$ cat config.mk
export PLATFORM = sky130hd
export DESIGN_NAME = spi_nor_erase_program_sequencer_top
export DESIGN_NICKNAME = d
export VERILOG_FILES = /design/src/rtl/spinor_pkg.sv /design/src/rtl/spi_nor_erase_program_sequencer_top.sv
export SDC_FILE = /design/constraint.sdc
export NUM_CORES = 1
export LEC_CHECK = 0
export BUFFER_PORTS_ARGS = -buffer_cell sky130_fd_sc_hd__buf_2
export CAP_MARGIN = 10
export CORE_ASPECT_RATIO = 1.5
export CORE_MARGIN = 1.5
export CORE_UTILIZATION = 51
export DETAILED_ROUTE_END_ITERATION = 6
export HOLD_SLACK_MARGIN = 0.1
export PLACE_DENSITY = 0.73
export SLEW_MARGIN = 5
export SYNTH_ARGS = -nofsm -noshare
export SYNTH_HDL_FRONTEND = slang
export SYNTH_SLANG_ARGS = --single-unit
$ cat constraint.sdc
create_clock -name aclk -period 2.7 [get_ports aclk]
set_input_delay 0.135 -clock aclk [delete_from_list [all_inputs] [get_ports aclk]]
set_output_delay 0.135 -clock aclk [all_outputs]
set_load 0.05 [all_outputs]
$ cat src/rtl/spinor_pkg.sv
package spinor_pkg;

    // request / reply codes on the mode field
    localparam logic [1:0] MODE_ERASE   = 2'd0;
    localparam logic [1:0] MODE_PROGRAM = 2'd1;
    localparam logic [1:0] MODE_STATUS  = 2'd2;

    // completion and rejection codes
    localparam logic [1:0] ERR_OK      = 2'd0;
    localparam logic [1:0] ERR_TIMEOUT = 2'd1;
    localparam logic [1:0] ERR_REJECT  = 2'd2;

    // flash command bytes
    localparam logic [7:0] OP_UNLOCK = 8'h50;
    localparam logic [7:0] OP_WRSR   = 8'h01;
    localparam logic [7:0] OP_WREN   = 8'h06;
    localparam logic [7:0] OP_RDSR   = 8'h05;
    localparam logic [7:0] OP_PP     = 8'h02;
    localparam logic [7:0] OP_SE     = 8'h20;
    localparam logic [7:0] SR_CLEAR  = 8'h00;
    localparam logic [7:0] DUMMY     = 8'h00;

    localparam logic [23:0] POLL_LIMIT_RESET = 24'd10000000;

    typedef enum logic [1:0] {
        PH_IDLE,
        PH_WAIT_UNLOCK,
        PH_WAIT_WREN,
        PH_WAIT_CMD
    } phase_t;

    // kind of result burst caused by one accepted item
    typedef enum logic [2:0] {
        BU_REJECT,
        BU_ERASE_START,
        BU_WREN,
        BU_POLL,
        BU_TIMEOUT,
        BU_PROG_CMD,
        BU_ERASE_CMD,
        BU_DONE
    } burst_t;

    typedef struct packed {
        logic [7:0] spi_byte;
        logic       end_of_frame;
        logic       reply_expected;
        logic       op_done;
        logic [1:0] error_code;
        logic       last;
    } item_t;

    // number of command bytes ahead of the trailing status poll
    function automatic logic [2:0] head_len(input burst_t kind);
        logic [2:0] len;
        case (kind)
            BU_ERASE_START: len = 3'd3;
            BU_WREN:        len = 3'd1;
            BU_PROG_CMD:    len = 3'd5;
            BU_ERASE_CMD:   len = 3'd4;
            default:        len = 3'd0;
        endcase
        return len;
    endfunction

    // result item at position idx of a burst
    function automatic item_t burst_item(input burst_t kind, input logic [2:0] idx,
                                         input logic [23:0] addr, input logic [7:0] data);
        item_t      it;
        logic [2:0] head;
        logic [7:0] addr_byte;
        it   = '0;
        head = head_len(kind);
        case (idx)
            3'd1:    addr_byte = addr[23:16];
            3'd2:    addr_byte = addr[15:8];
            default: addr_byte = addr[7:0];
        endcase
        case (kind)
            BU_REJECT: begin
                it.error_code = ERR_REJECT;
                it.last       = 1'b1;
            end
            BU_TIMEOUT: begin
                it.op_done    = 1'b1;
                it.error_code = ERR_TIMEOUT;
                it.last       = 1'b1;
            end
            BU_DONE: begin
                it.op_done    = 1'b1;
                it.error_code = ERR_OK;
                it.last       = 1'b1;
            end
            default: begin
                if (idx == head) begin
                    it.spi_byte = OP_RDSR;
                end else if (idx > head) begin
                    it.spi_byte       = DUMMY;
                    it.end_of_frame   = 1'b1;
                    it.reply_expected = 1'b1;
                    it.last           = 1'b1;
                end else begin
                    case (kind)
                        BU_ERASE_START: begin
                            case (idx)
                                3'd0: begin
                                    it.spi_byte     = OP_UNLOCK;
                                    it.end_of_frame = 1'b1;
                                end
                                3'd1:    it.spi_byte = OP_WRSR;
                                default: begin
                                    it.spi_byte     = SR_CLEAR;
                                    it.end_of_frame = 1'b1;
                                end
                            endcase
                        end
                        BU_WREN: begin
                            it.spi_byte     = OP_WREN;
                            it.end_of_frame = 1'b1;
                        end
                        BU_PROG_CMD: begin
                            if (idx == 3'd0) begin
                                it.spi_byte = OP_PP;
                            end else if (idx == 3'd4) begin
                                it.spi_byte     = data;
                                it.end_of_frame = 1'b1;
                            end else begin
                                it.spi_byte = addr_byte;
                            end
                        end
                        default: begin
                            if (idx == 3'd0) begin
                                it.spi_byte = OP_SE;
                            end else begin
                                it.spi_byte     = addr_byte;
                                it.end_of_frame = (idx == 3'd3);
                            end
                        end
                    endcase
                end
            end
        endcase
        return it;
    endfunction

endpackage

$ cat src/rtl/spi_nor_erase_program_sequencer_top.sv
// Erase/program sequencer for a serial NOR flash. Each accepted item (erase request,
// program request or status reply) is decoded on acceptance into a burst of 1 to 7 result
// items, which leave on the m_ side one per cycle while m_ready is high, from the burst
// register. A rejection or completion gives 1 result, a busy re-poll 2 and the program
// command the most, 7; no new item is accepted until the last result of the previous one
// is taken, and the next is accepted in that same cycle. poll_limit is written
// through poll_limit_wr_en / poll_limit_wr_data and takes effect at the next status reply.
module spi_nor_erase_program_sequencer_top (
    input  logic        aclk,
    input  logic        aresetn,
    input  logic        poll_limit_wr_en,
    input  logic [23:0] poll_limit_wr_data,
    input  logic        s_valid,
    output logic        s_ready,
    input  logic [1:0]  s_mode,
    input  logic [23:0] s_flash_address,
    input  logic [7:0]  s_data_byte,
    input  logic [7:0]  s_reply_byte,
    output logic        m_valid,
    input  logic        m_ready,
    output logic [7:0]  m_spi_byte,
    output logic        m_end_of_frame,
    output logic        m_reply_expected,
    output logic        m_op_done,
    output logic [1:0]  m_error_code,
    output logic        m_last
);

    spinor_pkg::phase_t phase_reg, phase_next;
    spinor_pkg::burst_t kind_reg, kind_sel;
    logic               op_is_program_reg;
    logic [23:0]        held_address_reg;
    logic [7:0]         held_data_reg;
    logic [23:0]        busy_polls_reg, busy_polls_next;
    logic [23:0]        poll_limit_reg;
    logic               valid_reg;
    logic [2:0]         idx_reg;
    spinor_pkg::item_t  item;
    logic               in_fire, out_fire;

    // current result item from the burst register
    assign item             = spinor_pkg::burst_item(kind_reg, idx_reg, held_address_reg,
                                                     held_data_reg);
    assign m_valid          = valid_reg;
    assign m_spi_byte       = item.spi_byte;
    assign m_end_of_frame   = item.end_of_frame;
    assign m_reply_expected = item.reply_expected;
    assign m_op_done        = item.op_done;
    assign m_error_code     = item.error_code;
    assign m_last           = item.last;

    assign out_fire = valid_reg & m_ready;
    assign s_ready  = ~valid_reg | (m_ready & item.last);
    assign in_fire  = s_valid & s_ready;

    // burst selection from the incoming item and the phase
    always_comb begin
        kind_sel = spinor_pkg::BU_REJECT;
        if (s_mode == spinor_pkg::MODE_ERASE && phase_reg == spinor_pkg::PH_IDLE) begin
            kind_sel = spinor_pkg::BU_ERASE_START;
        end else if (s_mode == spinor_pkg::MODE_PROGRAM
                     && phase_reg == spinor_pkg::PH_IDLE) begin
            kind_sel = spinor_pkg::BU_WREN;
        end else if (s_mode == spinor_pkg::MODE_STATUS
                     && phase_reg != spinor_pkg::PH_IDLE) begin
            if (s_reply_byte[0]) begin
                kind_sel = (busy_polls_reg >= poll_limit_reg) ? spinor_pkg::BU_TIMEOUT
                                                               : spinor_pkg::BU_POLL;
            end else if (phase_reg == spinor_pkg::PH_WAIT_UNLOCK) begin
                kind_sel = spinor_pkg::BU_WREN;
            end else if (phase_reg == spinor_pkg::PH_WAIT_WREN) begin
                kind_sel = op_is_program_reg ? spinor_pkg::BU_PROG_CMD
                                             : spinor_pkg::BU_ERASE_CMD;
            end else begin
                kind_sel = spinor_pkg::BU_DONE;
            end
        end
    end

    // next phase
    always_comb begin
        case (kind_sel)
            spinor_pkg::BU_ERASE_START: phase_next = spinor_pkg::PH_WAIT_UNLOCK;
            spinor_pkg::BU_WREN:        phase_next = spinor_pkg::PH_WAIT_WREN;
            spinor_pkg::BU_PROG_CMD:    phase_next = spinor_pkg::PH_WAIT_CMD;
            spinor_pkg::BU_ERASE_CMD:   phase_next = spinor_pkg::PH_WAIT_CMD;
            spinor_pkg::BU_TIMEOUT:     phase_next = spinor_pkg::PH_IDLE;
            spinor_pkg::BU_DONE:        phase_next = spinor_pkg::PH_IDLE;
            default:                    phase_next = phase_reg;
        endcase
    end

    // busy reply counter, cleared whenever a new wait begins or the operation ends
    always_comb begin
        case (kind_sel)
            spinor_pkg::BU_POLL:   busy_polls_next = busy_polls_reg + 24'd1;
            spinor_pkg::BU_REJECT: busy_polls_next = busy_polls_reg;
            default:               busy_polls_next = '0;
        endcase
    end

    // operation state
    always_ff @(posedge aclk) begin
        if (!aresetn) begin
            phase_reg         <= spinor_pkg::PH_IDLE;
            op_is_program_reg <= 1'b0;
            held_address_reg  <= '0;
            held_data_reg     <= '0;
            busy_polls_reg    <= '0;
            poll_limit_reg    <= spinor_pkg::POLL_LIMIT_RESET;
        end else begin
            if (poll_limit_wr_en) begin
                poll_limit_reg <= poll_limit_wr_data;
            end
            if (in_fire) begin
                phase_reg      <= phase_next;
                busy_polls_reg <= busy_polls_next;
                if (kind_sel == spinor_pkg::BU_ERASE_START) begin
                    op_is_program_reg <= 1'b0;
                    held_address_reg  <= s_flash_address;
                end
                if (kind_sel == spinor_pkg::BU_WREN && phase_reg == spinor_pkg::PH_IDLE) begin
                    op_is_program_reg <= 1'b1;
                    held_address_reg  <= s_flash_address;
                    held_data_reg     <= s_data_byte;
                end
            end
        end
    end

    // burst register and result index
    always_ff @(posedge aclk) begin
        if (!aresetn) begin
            valid_reg <= 1'b0;
            kind_reg  <= spinor_pkg::BU_REJECT;
            idx_reg   <= '0;
        end else begin
            if (in_fire) begin
                valid_reg <= 1'b1;
                kind_reg  <= kind_sel;
                idx_reg   <= '0;
            end else if (out_fire) begin
                if (item.last) begin
                    valid_reg <= 1'b0;
                end else begin
                    idx_reg <= idx_reg + 3'd1;
                end
            end
        end
    end

    // checks
    a_idle_count_clear: assert property (@(posedge aclk) disable iff (!aresetn)
        phase_reg == spinor_pkg::PH_IDLE |-> busy_polls_reg == '0)
        else $error("busy counter not clear in idle");

    a_done_is_last: assert property (@(posedge aclk) disable iff (!aresetn)
        m_valid && (m_op_done || m_error_code != spinor_pkg::ERR_OK) |-> m_last)
        else $error("completion or rejection item not last");

    a_poll_closes: assert property (@(posedge aclk) disable iff (!aresetn)
        m_valid && m_reply_expected |-> m_last && m_end_of_frame)
        else $error("status dummy byte does not close the burst");

    a_index_steps: assert property (@(posedge aclk) disable iff (!aresetn)
        out_fire && !m_last |=> m_valid && idx_reg == $past(idx_reg) + 3'd1)
        else $error("burst index did not advance");

    a_erase_starts_unlock: assert property (@(posedge aclk) disable iff (!aresetn)
        in_fire && s_mode == spinor_pkg::MODE_ERASE && phase_reg == spinor_pkg::PH_IDLE
        |=> m_valid && m_spi_byte == spinor_pkg::OP_UNLOCK && m_end_of_frame)
        else $error("erase did not start with unlock");

endmodule
# ---- Yosys cells after proc, flatten, opt, wreduce, memory -nomap -nowiden
# Cells that the tools add are included.
# W data, S select, Z words.
dict set report classes {
  n_addsub 2
  magnitude_cmp 2
  eq_ne 22
  n_mux 37
  bitwise 8
  n_reduce_logical 25
}
# operator count
set ops {}
lappend ops {{$mux W24} 2}
lappend ops {{$pmux W24 S2} 1}
lappend ops {{$mux W8} 4}
lappend ops {{$eq A3 B3 Y1 const B} 9}
lappend ops {{$pmux W9 S3} 1}
lappend ops {{$add A24 B1 Y24 const B} 1}
lappend ops {{$ge A24 B24 Y1} 1}
lappend ops {{$mux W3} 6}
lappend ops {{$pmux W8 S2} 1}
lappend ops {{$eq A3 B2 Y1 const B} 5}
lappend ops {{$pmux W7 S2} 1}
lappend ops {{$mux W1} 13}
lappend ops {{$pmux W3 S4} 1}
lappend ops {{$reduce_and A2 Y1} 6}
lappend ops {{$mux W10} 1}
lappend ops {{$eq A3 B1 Y1 const B} 3}
lappend ops {{$logic_not A3 Y1} 3}
lappend ops {{$mux W9} 1}
lappend ops {{$pmux W2 S4} 1}
lappend ops {{$reduce_bool A2 Y1} 4}
lappend ops {{$reduce_or A2 Y1} 4}
lappend ops {{$mux W2} 3}
lappend ops {{$eq A2 B1 Y1 const B} 2}
lappend ops {{$eq A2 B2 Y1 const B} 2}
lappend ops {{11 further kinds} 20}
dict set report totals {
  reg_bits 90
  in_bits 71
}

# ---- Logic depth before layout (Yosys ltp)
# Gate-level depths: netlist of the first run.
dict set report depth {
  depth_word 11
  depth_mapped 14
  mapped_depth_nobuf 13
}

# ---- Least setup slack after synthesis of the first run
# No wires, ideal clock.
dict set report synth_timing {
  path_kind {flip-flop to flip-flop}
  startpoint {reg kind_reg[0]}
  endpoint {reg busy_polls_reg[11]}
  arrival_time_ps 3124
  required_time_ps 2585
  setup_slack_ps -539
  stages_incl_launch_ff 15
  synth_period_minus_slack_ps 3239
  cell_sequence {dfxtp_1 > inv_1 > ha_1 > nor2b_1 > nor2_1 > nor2b_1 > ha_1 > nand3b_1 > and2_4 > o21ai_4 > a21o_2 > nand2_2 > o311ai_4 > buf_6 > nor2_1}
}
dict set report synth_between {
  elab_chain_len 10
}
# item line
set synth_lines {}
lappend synth_lines {{start: declaration} spi_nor_erase_program_sequencer_top.sv:30} ;# spinor_pkg::burst_t kind_reg, kind_sel;
lappend synth_lines {{start signal: assignment} spi_nor_erase_program_sequencer_top.sv:135} ;# kind_reg <= spinor_pkg::BU_REJECT;
lappend synth_lines {{start signal: assignment} spi_nor_erase_program_sequencer_top.sv:140} ;# kind_reg <= kind_sel;
lappend synth_lines {{$eq A3 B3 Y1, or another cell as far along} spinor_pkg.sv:56} ;# case (kind)
lappend synth_lines {{$pmux W3 S4} spinor_pkg.sv:56}
lappend synth_lines {{$gt A3 B3 Y1} spinor_pkg.sv:97} ;# end else if (idx > head) begin
lappend synth_lines {{$mux W1} spinor_pkg.sv:97}
lappend synth_lines {{$mux W1} spinor_pkg.sv:95} ;# if (idx == head) begin
lappend synth_lines {{$mux W1 (*)} spinor_pkg.sv:79} ;# case (kind)
lappend synth_lines {{via m_last} spi_nor_erase_program_sequencer_top.sv:26} ;# output logic m_last
lappend synth_lines {{$and A1 B1 Y1 (*)} spi_nor_erase_program_sequencer_top.sv:53} ;# assign s_ready = ~valid_reg | (m_ready & item.last);
lappend synth_lines {{$or A1 B1 Y1 (*)} spi_nor_erase_program_sequencer_top.sv:53}
lappend synth_lines {{via s_ready} spi_nor_erase_program_sequencer_top.sv:14} ;# output logic s_ready,
lappend synth_lines {{$and A1 B1 Y1 (*)} spi_nor_erase_program_sequencer_top.sv:54} ;# assign in_fire = s_valid & s_ready;
lappend synth_lines {{$reduce_and A2 Y1 (no source line) (*)} --}
lappend synth_lines {{end signal: assignment} spi_nor_erase_program_sequencer_top.sv:117} ;# busy_polls_reg <= busy_polls_next;
lappend synth_lines {{end: declaration} spi_nor_erase_program_sequencer_top.sv:34} ;# logic [23:0] busy_polls_reg, busy_polls_next;
# Mark *: on every way through the listed nets, which the timed path passes. The rest lies on a longest branch.
# A chain may end at the register's enable or synchronous reset.

# ---- Worst setup path after layout of the first run
dict set report layout_timing {
  startpoint {reg kind_reg[0]}
  endpoint {reg busy_polls_reg[17]}
}
dict set report layout_between {
  elab_chain_len 10
}
# item line
set layout_lines {}
lappend layout_lines {{$eq A3 B3 Y1, or another cell as far along} spinor_pkg.sv:56}
lappend layout_lines {{$pmux W3 S4} spinor_pkg.sv:56}
lappend layout_lines {{$gt A3 B3 Y1} spinor_pkg.sv:97}
lappend layout_lines {{$mux W1} spinor_pkg.sv:97}
lappend layout_lines {{$mux W1} spinor_pkg.sv:95}
lappend layout_lines {{$mux W1 (*)} spinor_pkg.sv:79}
lappend layout_lines {{$and A1 B1 Y1 (*)} spi_nor_erase_program_sequencer_top.sv:53}
lappend layout_lines {{$or A1 B1 Y1 (*)} spi_nor_erase_program_sequencer_top.sv:53}
lappend layout_lines {{$and A1 B1 Y1 (*)} spi_nor_erase_program_sequencer_top.sv:54}
lappend layout_lines {{$reduce_and A2 Y1 (no source line) (*)} --}
# Every way passes the cells marked *; elsewhere a longest branch is shown, timed or not.

==> results of run 1 <==
==> cell type report <==
| cell class | instances | share of cell area (%) |
|---|---|---|
| clock buffers | 9 | 3.32 |
| clock inverters | 7 | 1.25 |
| inverters | 40 | 2.21 |
| multi-input cells | 473 | 46.9 |
| flip-flops and latches | 90 | 26.6 |
| well taps | 115 | 2.12 |
| repair buffers | 159 | 17.6 |
==> worst min-delay path by stage <==
stage,start,end,slack (ps)
6_report,m_ready,m_valid$_SDFFE_PN0P_,160
5_1_grt,m_ready,m_valid$_SDFFE_PN0P_,180
4_1_cts,m_ready,m_valid$_SDFFE_PN0P_,150
3_5_place_dp,poll_limit_wr_data[23],poll_limit_reg[23]$_SDFFE_PN1P_,360
3_3_place_gp,poll_limit_wr_data[9],poll_limit_reg[9]$_SDFFE_PN1P_,350
2_1_floorplan,poll_limit_wr_data[9],poll_limit_reg[9]$_SDFFE_PN1P_,260
==> Yosys cell counts, types with 10 or more instances <==
library cell / instances / share of area (%)
a21boi_0: 34 / 5.0
a21oi_1: 26 / 2.5
clkbuf_1: 17 / 1.2
dfxtp_1: 90 / 35
ha_1: 37 / 9.0
inv_1: 40 / 2.9
mux2i_1: 18 / 3.5
nand2_1: 101 / 7.4
nand3_1: 23 / 2.2
nand4_1: 10 / 1.2
nor2_1: 57 / 4.2
nor2b_1: 21 / 2.5
o21ai_0: 25 / 2.4
xnor2_1: 16 / 2.7
==> worst max-delay path, cell delays in order, from the launching register on <==
cell       delay [ps]
dfxtp_2           330
inv_2              80
ha_4              160
nor2b_4           180
nor2_4             50
nor2b_4           120
ha_4              210
and3_4            180
a211o_1           260
a2bb2oi_2         200
buf_12            140
buf_2             190
nand2_1           100
nor2_1            150
xnor2_1           140
nor2_1             60
==> power groups by stage <==
| stage | Combinational (mW) | Clock (mW) | Sequential (mW) |
|---|---|---|---|
| 2_1_floorplan | 0.497 | 0 | 1.46 |
| 3_3_place_gp | 0.676 | 0 | 1.46 |
| 3_5_place_dp | 0.695 | 0 | 1.47 |
| 4_1_cts | 0.767 | 1.32 | 1.44 |
| 5_1_grt | 0.874 | 1.37 | 1.44 |
| 6_report | 0.807 | 1.30 | 1.44 |
==> repair_timing <==
item | in CTS | in global routing
resized for setup | 7 | 18
hold buffers | 57 | 0
pin swaps | 0 | 16
setup endpoints to repair | 7 | 50
endpoints found under the hold margin | 57 | 0
buffers inserted | 0 | 6
==> cell families after synthesis <==
kind of cell    synth area share [%]
mux                             3.50
buf+inv                         5.75
compound gates                  19.0
simple gates                    23.9
flops                           35.0
xor+xnor                        3.91
fa+ha+maj                       8.98
==> cells in the final DEF, fill, tap and decap left out, types with 9 or more instances in the layout <==
master / Yosys / layout
nand2_1: 101 / 101
dfxtp_1: 90 / 87
buf_2: 9 / 75
dlygate4sd3_1: 0 / 57
nor2_1: 57 / 52
inv_1: 40 / 38
a21boi_0: 34 / 33
ha_1: 37 / 31
a21oi_1: 26 / 25
o21ai_0: 25 / 23
nand3_1: 23 / 22
buf_4: 1 / 21
nor2b_1: 21 / 19
mux2i_1: 18 / 18
xnor2_1: 16 / 16
nand4_1: 10 / 10
nor2_2: 5 / 9
o211ai_1: 9 / 9
a22oi_1: 9 / 9
clkbuf_16: 0 / 9
==> metal layers <==
layer	track usage, %	up-vias	share of wire [%]
met5	0	-	0
met4	15.5	0	4.2
met3	3.80	46	3.4
met2	48.5	124	55
met1	25.0	2312	37
li1	-	2449	-
==> per-stage QoR <==
step                util (%)  instance area [um^2]
global placement        59.3                  5780
floorplan                  -                  5230
CTS                     68.6                  6690
global route            69.7                  6790
detailed placement      59.3                  5780
finish                  69.7                  6790
==> results.toml, run 1 <==
[final_layout]
nets = 881
synthToLayoutAreaGrowth_pct = 31.8
multiInputGateArea_um2 = 3180
layout.cells.non_filler = 893
n_fill_cell = 734
regArea_um2 = 1810
drive_above_1_share_pct = 21.7
diodes = 0

[setup_path]
crit_end = "busy_polls_reg[17]$_SDFFE_PN0P_"
crit_path_end_kind = "flip-flop"
worstReg2RegStart = "kind_reg[0]$_SDFFE_PN0P_"
critPathLaunchType = "flip-flop"
regToRegEndpoint = "busy_polls_reg[17]$_SDFFE_PN0P_"
rr_worst_depth = 15
reg2reg_setup_slack_ps = 50
critPathKind = "reg2reg"
cp.arrival_ps = 2890
worstSetupStartpoint = "kind_reg[0]$_SDFFE_PN0P_"
critPathMaxFanout = 7
crit_required_ps = 2940

[sta]
rsz0062_at_grt = "yes"
holdWs_ps = 157
finalSetupViolCount = 0
drv_slew = 0
max_freq_mhz = 377
hold_viol = 0
tns_ps = 0
slew_headroom_pct = 51.9
min_period_ps = 2650
fin_skew_ps = 6.82
timing.final.ws_setup_ps = 50.2
fin_crit_sh_pct = 98.1
worstMarginPinSlew_ps = 721

[detailed_routing]
drc = 9
firstDrtPassIters = 7
wire_per_inst_um = 15.0
ant_nets = 0
vias_per_cell = 5.52
drtIter0Drc = 253
wirelength_mm = 13.4
vias = 4931

[global_route]
grt_pass1_wl_mm = 21.8
grt_start_max_net_pins = 43
grt_usage_pct = 25.4
globalRouteOverflowTotal = 0
antenna_found_initial = 0
grt_pass1_vias = 4963

[status]
status = "finished with violations"
violations = "design-rule violations"

[pwr]
combPwrFrac_pct = 22.8
switching_power_mw = 1.06
ir_worst_vdd_mv = 0.389
internal_power_mw = 2.48
p_total_mw = 3.54
switching_share_pct = 30.0
p_seq_share_pct = 40.5
power.density_nw_per_um2 = 522
clkPwrFrac_pct = 36.7
cellLeakagePower_nw = 2.79

[clock_network]
clk_latency_ps = 350
clockRootBuffer = "clkbuf_16"
cts.htree.levels = 3
clockBufferDepth = 2
clock_sinks = 90
worst_setup_hold_path_clk_slew_ps = 70
cts_buffers = 9
cts_tree = "yes"

[die]
pin_count = 87
initial_utilization_pct = 52.9
dieArea_um2 = 10700
die_w_um = 85.1
placeableCoreArea_um2 = 9740
rows = 44
dieHeight_um = 126

[yosys]
synthCells = 634
synth_seq_cells = 90
ys_warn_count = 0
syn_avg_cell_area_um2 = 8.13
ys.flop_type = "dfxtp_1"
ys_seq_area_share_pct = 35.0
synth_fp_nets = 742
synthArstFlopShare_pct = 0
synth_cell_types = 65
synth_edf_count = 0
syn_area_um2 = 5150

[min_path]
hold_path.class = "in2reg"
hold_depth = 3

[placed_design]
dpl.hpwl_mm = 9.12
port-buffer-count = 79
dp_cells = 814
place_ws_ps = 33.2
gp_congestion = 0.933

[job]
drv_cap = 0
Power figures use the tool's default switching activity.
==> run 2: changes to the inputs <==
--- a/config.mk
+++ b/config.mk
@@ -12,7 +12,7 @@
 export CORE_UTILIZATION = 51
 export DETAILED_ROUTE_END_ITERATION = 6
 export HOLD_SLACK_MARGIN = 0.1
-export PLACE_DENSITY = 0.73
+export PLACE_DENSITY = 0.75
 export SLEW_MARGIN = 5
 export SYNTH_ARGS = -nofsm -noshare
 export SYNTH_HDL_FRONTEND = slang
==> run 2 against run 1 <==
  * The run still ends with design-rule violations left
  * Worst setup slack lost 9.6 ps
  * Via count rose by 1.3%
  * Largest cell class unchanged
  * Worst hold slack gained 4.2 ps
  * Clock skew rose by 6.9 ps
  * Maximum frequency fell by 0.36%
  * Power is 0.48% higher
  * Combinational power is 2% higher
  * Register-to-register slack better by 20 ps
  * Count of clock-buffer cells in the layout increased by 1
==> results.toml, run 2 (synthesis results as in run 1) <==
[status]
status = "finished with violations"
violations = "design-rule violations"

[setup_path]
crit_required_ps = 2570
worstReg2RegStart = "kind_reg[0]$_SDFFE_PN0P_"
worstSetupStartpoint = "kind_reg[0]$_SDFFE_PN0P_"
critPathMaxFanout = 5
rr_worst_depth = 12
crit_path_end_kind = "output port"
reg2reg_setup_slack_ps = 70
critPathLaunchType = "flip-flop"
critPathKind = "reg2out"
regToRegEndpoint = "busy_polls_reg[16]$_SDFFE_PN0P_"
crit_end = "m_spi_byte[3]"
cp.arrival_ps = 2520

[pwr]
switching_share_pct = 29.6
power.density_nw_per_um2 = 519
switching_power_mw = 1.05
cellLeakagePower_nw = 2.81
p_total_mw = 3.56
clkPwrFrac_pct = 36.5
ir_worst_vdd_mv = 0.329
p_seq_share_pct = 40.4
internal_power_mw = 2.51
combPwrFrac_pct = 23.1

[sta]
max_freq_mhz = 376
worstMarginPinSlew_ps = 736
min_period_ps = 2660
tns_ps = 0
finalSetupViolCount = 0
drv_slew = 0
fin_skew_ps = 13.7
slew_headroom_pct = 50.9
fin_crit_sh_pct = 98.5
hold_viol = 0

[placed_design]
port-buffer-count = 79
dpl.hpwl_mm = 9.30
gp_congestion = 0.958

[clock_network]
clock_sinks = 90
clockBufferDepth = 2
clockRootBuffer = "clkbuf_16"
cts.htree.levels = 3
cts_tree = "yes"
clk_latency_ps = 350
cts_buffers = 9
worst_setup_hold_path_clk_slew_ps = 60

[final_layout]
nets = 885
layout_common_cells = "nand2_1 (101), dfxtp_1 (86), buf_2 (74)"
n_fill_cell = 710
layout_commonest_cell = "nand2_1"
multiInputGateArea_um2 = 3210
drive_above_1_share_pct = 22.5
regArea_um2 = 1810
synthToLayoutAreaGrowth_pct = 33.1
diodes = 0

[detailed_routing]
vias = 4995
firstDrtPassIters = 7
drc = 7
vias_per_cell = 5.57
drtIter0Drc = 243
wire_per_inst_um = 15.4
ant_nets = 0
wirelength_mm = 13.8

[die]
rows = 44
dieHeight_um = 126
die_w_um = 85.1
initial_utilization_pct = 52.9
dieArea_um2 = 10700
placeableCoreArea_um2 = 9740
pin_count = 87

[global_route]
grt_usage_pct = 26.0
grt_start_max_net_pins = 48
grt_pass1_vias = 4989
antenna_found_initial = 0
grt_pass1_wl_mm = 22.5
globalRouteOverflowTotal = 0

[job]
drv_cap = 0

[min_path]
hold_path.class = "in2reg"
run 2: changes by cell type in the layout (fill, tap and decap cells not counted), sizes merged:
cell      before  now
inv           43   42
clkinv         3    0
buf          101  104
clkinvlp       0    3
clkbuf        10   12
run 2: final cells by class:
class	instances	area share, %
well taps	115	2.10
multi-input cells	473	46.7
inverters	40	2.19
flip-flops and latches	90	26.4
clock inverters	6	1.06
clock buffers	10	3.48
repair buffers	163	18.1
run 2: power groups by stage:
stage / Clock (mW) / Combinational [mW] / Sequential [mW]
after floorplan: 0 / 0.497 / 1.46
after global placement: 0 / 0.677 / 1.46
after detailed placement: 0 / 0.699 / 1.46
after CTS: 1.30 / 0.769 / 1.44
after global routing: 1.36 / 0.894 / 1.44
final: 1.30 / 0.822 / 1.44
run 2: how the worst min path moves through the flow:
stage / slack [ps] / start / cells after the start / endpoint
4_1_cts: 160 / m_ready / 3 / m_valid$_SDFFE_PN0P_
3_3_place_gp: 350 / poll_limit_wr_data[9] / 3 / poll_limit_reg[9]$_SDFFE_PN1P_
6_report: 160 / m_ready / 3 / m_valid$_SDFFE_PN0P_
3_5_place_dp: 350 / poll_limit_wr_data[10] / 3 / poll_limit_reg[10]$_SDFFE_PN1P_
5_1_grt: 180 / m_ready / 3 / m_valid$_SDFFE_PN0P_
2_1_floorplan: 260 / poll_limit_wr_data[9] / 2 / poll_limit_reg[9]$_SDFFE_PN1P_
run 2: critical path, stage by stage (launching register included):
cell and delay [ps]:
dfxtp_2 320, buf_4 140, ha_4 170, o21ai_1 150, ha_1 300, a21oi_2 200, and2_4 220, nand3_2 110
buf_4 190, nor2_1 110, buf_2 270
run 2: per-layer routing:
metal	vias to the layer above	global-route usage (%)	wire length, um
li1	2463	-	-
met1	2352	26.3	5280
met2	131	49.5	7480
met3	49	3.47	490
met4	0	14.9	596
met5	-	0	0
run 2: timing repair:
item | 4_1_cts | 5_1_grt
hold buffers | 57 | 0
setup buffers | 0 | 9
gates resized for setup | 8 | 19
hold endpoints to repair | 57 | 0
pin swaps | 0 | 8
endpoints found under the setup margin | 7 | 33
gates cloned | 0 | 1
run 2: per-stage QoR:
stage	setup WS [ps]	area [um^2]	hold slack, ps	std cells	util (%)
global placement	92.4	5780	346	814	59.3
detailed placement	19.9	5780	353	814	59.3
global route	-36.7	6860	178	897	70.4
CTS	0.0813	6690	161	887	68.7
finish	40.6	6860	161	897	70.4
floorplan	-88.4	5230	261	634	-
